`config.mk`:
```
export PLATFORM = sky130hd
export DESIGN_NAME = ubbb_ctrl
export DESIGN_NICKNAME = d
export VERILOG_FILES = /design/src/rtl/ubbb_pkg.sv /design/src/rtl/ubbb_ctrl.sv
export SDC_FILE = /design/constraint.sdc
export NUM_CORES = 1
export LEC_CHECK = 0
export BUFFER_PORTS_ARGS = -buffer_cell sky130_fd_sc_hd__buf_2
export CAP_MARGIN = 5
export CORE_AREA = 4 4 41 43
export CTS_CLUSTER_SIZE = 12
export DETAILED_ROUTE_END_ITERATION = 10
export DIE_AREA = 0 0 45 47
export PLACE_DENSITY_LB_ADDON = 0.05
export SYNTH_ARGS = -nofsm -noshare
export SYNTH_HDL_FRONTEND = slang
export SYNTH_SLANG_ARGS = --single-unit
```
`constraint.sdc`:
```
create_clock -name i_clk -period 0.89 [get_ports i_clk]
set_input_delay 0.089 -clock i_clk [delete_from_list [all_inputs] [get_ports i_clk]]
set_output_delay 0.089 -clock i_clk [all_outputs]
set_load 0.01 [all_outputs]
```
`src/rtl/ubbb_pkg.sv`:
```
// ----------------------------------------------------------------------------
// ubbb_pkg
// Shared types and constants of the upper-bound Bellman backup core.
// ----------------------------------------------------------------------------
package ubbb_pkg;

    localparam int PROB_W  = 17;
    localparam int VAL_W   = 32;
    localparam int DISC_W  = 17;
    localparam int IDX_W   = 8;
    localparam int SUM_W   = 48;
    localparam int PROD_W  = 50;
    localparam int RSUM_W  = 33;
    localparam int DPROD_W = 51;

    localparam logic [DISC_W-1:0] DISCOUNT_RST = 17'd62259;

    typedef enum logic [2:0] {
        S_IDLE,
        S_ACC,
        S_RND,
        S_FIN,
        S_OUT
    } t_state;

    typedef struct packed {
        logic capture;
        logic accumulate;
        logic round_mul;
        logic finish;
        logic emit;
    } t_dp_cmd;

    typedef struct packed {
        logic last_out;
        logic out_free;
    } t_dp_sts;

endpackage

```
`src/rtl/ubbb_ctrl.sv`:
```
// ----------------------------------------------------------------------------
// ubbb_ctrl
// Sequencer of the backup core: accept, accumulate, round, finish and emit steps.
// ----------------------------------------------------------------------------
module ubbb_ctrl (
    input  logic              i_clk,
    input  logic              i_rst_n,
    input  logic              i_in_valid,
    output logic              o_in_ready,
    input  ubbb_pkg::t_dp_sts i_sts,
    output ubbb_pkg::t_dp_cmd o_cmd
);

    ubbb_pkg::t_state r_state;
    ubbb_pkg::t_state n_state;

    always_ff @(posedge i_clk) begin
        if (!i_rst_n) begin
            r_state <= ubbb_pkg::S_IDLE;
        end else begin
            r_state <= n_state;
        end
    end

    always_comb begin
        n_state = r_state;
        unique case (r_state)
            ubbb_pkg::S_IDLE: begin
                if (i_in_valid) n_state = ubbb_pkg::S_ACC;
            end
            ubbb_pkg::S_ACC: begin
                n_state = i_sts.last_out ? ubbb_pkg::S_RND : ubbb_pkg::S_IDLE;
            end
            ubbb_pkg::S_RND: begin
                n_state = ubbb_pkg::S_FIN;
            end
            ubbb_pkg::S_FIN: begin
                n_state = ubbb_pkg::S_OUT;
            end
            ubbb_pkg::S_OUT: begin
                if (i_sts.out_free) n_state = ubbb_pkg::S_IDLE;
            end
            default: begin
                n_state = ubbb_pkg::S_IDLE;
            end
        endcase
    end

    always_comb begin
        o_in_ready = 1'b0;
        o_cmd      = '0;
        unique case (r_state)
            ubbb_pkg::S_IDLE: begin
                o_in_ready    = i_rst_n;
                o_cmd.capture = i_in_valid && i_rst_n;
            end
            ubbb_pkg::S_ACC: begin
                o_cmd.accumulate = 1'b1;
            end
            ubbb_pkg::S_RND: begin
                o_cmd.round_mul = 1'b1;
            end
            ubbb_pkg::S_FIN: begin
                o_cmd.finish = 1'b1;
            end
            ubbb_pkg::S_OUT: begin
                o_cmd.emit = i_sts.out_free;
            end
            default: begin
                o_in_ready = 1'b0;
            end
        endcase
    end

endmodule

```
# --- After elaboration in Yosys (flattened, before gate mapping) ---
# Index checks and enable logic that the tools add are counted.
word_totals:
  ff_bits: 3
  latchBits: 0
  mem_bits_rw: 0
  rom_bits: 0
  in_bits: 5
  out_inout_bits: 6
  elab_cells: 20
  mem_count: 0
classes:
  n_addsub: 0
  mul: 0
  n_div: 0
  magnitude_cmp: 0
  eq_ne: 6
  n_shift: 0
  muxes: 10
  n_bitwise: 0
  reduce_logical: 3
op_table:
  columns: ["op", "count"]
  rows:
  - ["$pmux W3 S5", 1]
  - ["$eq A3 B2 Y1 const B", 2]
  - ["$mux W1", 6]
  - ["$mux W3", 2]
  - ["$ne A2 B2 Y1 const B", 2]
  - ["$eq A3 B1 Y1 const B", 1]
  - ["$eq A3 B3 Y1 const B", 1]
  - ["$logic_not A3 Y1", 1]
  - ["$mux W2", 1]
  - ["$reduce_and A2 Y1", 1]
  - ["$logic_and A1 B1 Y1", 1]

# --- Longest topological paths before layout ---
depth:
  depth_word: 3
  mapped_depth: 3
  mapped_depth_nobuf: 2

# --- Least setup slack after synthesis ---
# No wires, ideal clock.
synth_timing:
  path_type: "register to output"
  start: "reg r_state[0]"
  end: "out o_cmd[4] in the netlist's numbering"
  arrival_ps: 951
  required_time_ps: 801
  slack_ps: -150
  path_stages_with_launch: 4
  path_buffers: 1
  cell_sequence: "dfxtp_1 buf_6 nor4b_4 and2_1"
synth_lines:
  columns: ["item", "line", "text"]
  rows:
  - ["start, declared", "ubbb_ctrl.sv:14", "ubbb_pkg::t_state r_state;"]
  - ["start signal, assigned", "ubbb_ctrl.sv:19", "r_state <= ubbb_pkg::S_IDLE;"]
  - ["start signal, assigned", "ubbb_ctrl.sv:21", "r_state <= n_state;"]
  - ["end, declared", "ubbb_ctrl.sv:11", "output ubbb_pkg::t_dp_cmd o_cmd"]

==> flow_summary.ini <==
[cts]
clk_pin_slew_ps = 40
htreeDepth = 1
clock-root-buffer = clkbuf_4
clock_path_buffers = 2
clock-sinks = 3
insertion_delay_ps = 230
cts_tree = yes
cts_buffers = 3

[layout]
final_nets = 42
regMostFlops = r_state
drive_gt1_frac = 0.750
largest_reg_flops = 3
antenna_cells = 0
stdcell_area_um2 = 353
reg_top3 = r_state: 3 flops
area_growth_pct = 86.8

[sta]
finalClockSkew_ps = 2.48
setup_violations = 7
tightest_slew_ps = 278
min_period_over_period = 1.38
final_max_slew_viol_count = 0
fmax_ghz = 0.815
hold_viol_final = 0
rsz0062_at_grt = yes
hold_ws_ps = 105
layout_setup_ws_ps = -338
max-slew-margin-rel = 0.812
fin_crit_ps = 1230

[setup_path]
crit_arrival_ps = 1140
path_buf_inv = 1
r2r_slack_ps = -100
r2r_cells = 3
critPathKind = reg2out
r2r_end = r_state[2]
cp_slowest_cell = dfxtp_4
cpPeakStageDelay_ps = 350
critPathLaunchType = register
crit_fanout = 5
rr_startpoint = r_state[1]
worstPathCellList = nor4b_4 -> and2_4 -> buf_6
critPathCaptureType = primary output
cp_data_required_time_ps = 800
crit_start = r_state[2]
cp-endpoint = o_cmd[4]
path_depth = 3
cp_top_family = simple AND/OR/NAND/NOR gates

[pwr]
p_int_uw = 374
p_clk_frac = 0.489
p_comb_frac = 0.201
vdd_drop_max_v = 0.000646
p_leak_nw = 0.169
power.density_nw_per_um2 = 1420
swShare = 0.252
seqPwrFrac = 0.310
p_sw_uw = 126

[global_route]
grt_antenna_before_repair = 0
overflow = 0
grt_pass1_vias = 204
grt_max_degree = 9
grtUsageTotal = 0.0608
grt_pass1_wl_um = 821

[outcome]
violations = setup timing
outcome = finished, violations left

[synth]
yosys_register_bits = 3
synth_area_um2 = 189
seq_area_frac_synth = 0.318
syn_inst = 18
syn_area_per_cell_um2 = 10.5
yosys.cell_types.count = 13
syn-num-nets = 23
synth.area.top_cells = dfxtp_1 (32%), nor4b_4 (13%), nor4b_1 (9.3%)
yosys.area.top_type_share = 0.318
yosys_warnings = 0
yosys.area.top_type = dfxtp_1

[route]
route.detailed.drc = 0
drtAntennaViolNets = 0
viasPerCell = 3.96
routedWlPerCell_um = 10.0
drt-pass1-iter-count = 3
wl_um = 512
drt_iter0_drc = 1
via_count = 202

[die]
fp.dieArea_um2 = 2120
fp.dieH_um = 47
io_pins = 11
die_w_um = 45
fp-row-count = 13
core_um2 = 1300
initial_core_util = 0.145

[place]
port_buffers = 10
dpl.hpwl_um = 376
globalplace.congestion = 0.631
post_dp_cell_area_um2 = 283

[run]
maxCapViolations = 0

[worst_hold_path]
hp-class = in2reg
## cell usage after synthesis
| master | instances |
|---|---|
| a21oi_1 | 1 |
| and2_1 | 1 |
| and3b_1 | 1 |
| buf_6 | 1 |
| dfxtp_1 | 3 |
| nand2b_1 | 2 |
| nand3b_1 | 1 |
| nor2_1 | 1 |
| nor3b_1 | 2 |
| nor4b_1 | 2 |
| nor4b_4 | 1 |
| nor4bb_1 | 1 |
| o21a_1 | 1 |
## cell usage in the layout, fill, tap and decap left out
cell type / instances
buf_2: 8
buf_4: 4
clkbuf_4: 3
buf_6: 3
nor3b_2: 2
nand2b_1: 2
dfxtp_2: 2
and3b_2: 1
nor4bb_1: 1
nor4b_4: 1
and2_4: 1
nand3b_1: 1
a21oi_1: 1
nor4b_1: 1
o21a_1: 1
nor2_1: 1
nor4b_2: 1
clkbuf_1: 1
dfxtp_4: 1
## area by class of cell
cell class | count | area (um^2)
Tap cell | 15 | 18.8
Clock buffer | 4 | 26.3
Timing Repair Buffer | 15 | 104
Fill cell | 156 | 948
Multi-Input combinational cell | 14 | 138
Sequential cell | 3 | 66.3
## how the worst min path moves through the flow
stage                 start    endpoint  slack (ps)  cells after the start
floorplan           i_rst_n  r_state[2]         210                      1
global placement    i_rst_n  r_state[2]         350                      2
detailed placement  i_rst_n  r_state[2]         350                      2
CTS                 i_rst_n  r_state[2]         100                      2
global route        i_rst_n  r_state[2]         110                      2
finish              i_rst_n  r_state[2]         110                      2
## timing repair
action,in CTS,in global routing
buffers inserted,0,1
hold buffers,0,0
gates cloned,0,0
endpoints found under the setup margin,8,8
gates resized for setup,2,6
pin swaps,1,3
## through the flow
step | utilization | setup WS (ps) | cells | power, mW | setup TNS [ps]
5_1_grt | 0.271 | -393 | 51 | 0.531 | -2210
3_5_place_dp | 0.217 | -127 | 46 | 0.237 | -504
3_3_place_gp | 0.217 | -131 | 46 | 0.237 | -485
2_1_floorplan | - | -96.3 | 18 | 0.204 | -185
4_1_cts | 0.242 | -356 | 50 | 0.496 | -1890
6_report | 0.271 | -338 | 51 | 0.500 | -1760
## power by group through the flow
stage	logic, mW	clock network (mW)	registers [mW]
floorplan	0.0520	0	0.152
detailed placement	0.0794	0	0.158
global placement	0.0789	0	0.158
finish	0.100	0.245	0.155
CTS	0.0814	0.259	0.157
global route	0.110	0.265	0.157
## cell families (layout without fill, tap and decap cells)
group | count (synthesis) | after routing | synth area share
buf+inv | 1 | 19 | 0.0596
compound gates | 2 | 2 | 0.0662
simple gates | 12 | 12 | 0.556
flops | 3 | 3 | 0.318
## per-layer routing
layer / part of all wire / GRT usage
met5: 0 / 0
met2: 0.44 / 0.0763
met4: 0.037 / 0.0877
met1: 0.44 / 0.0614
met3: 0.080 / 0.0307
(Power assumes the default switching activity.)
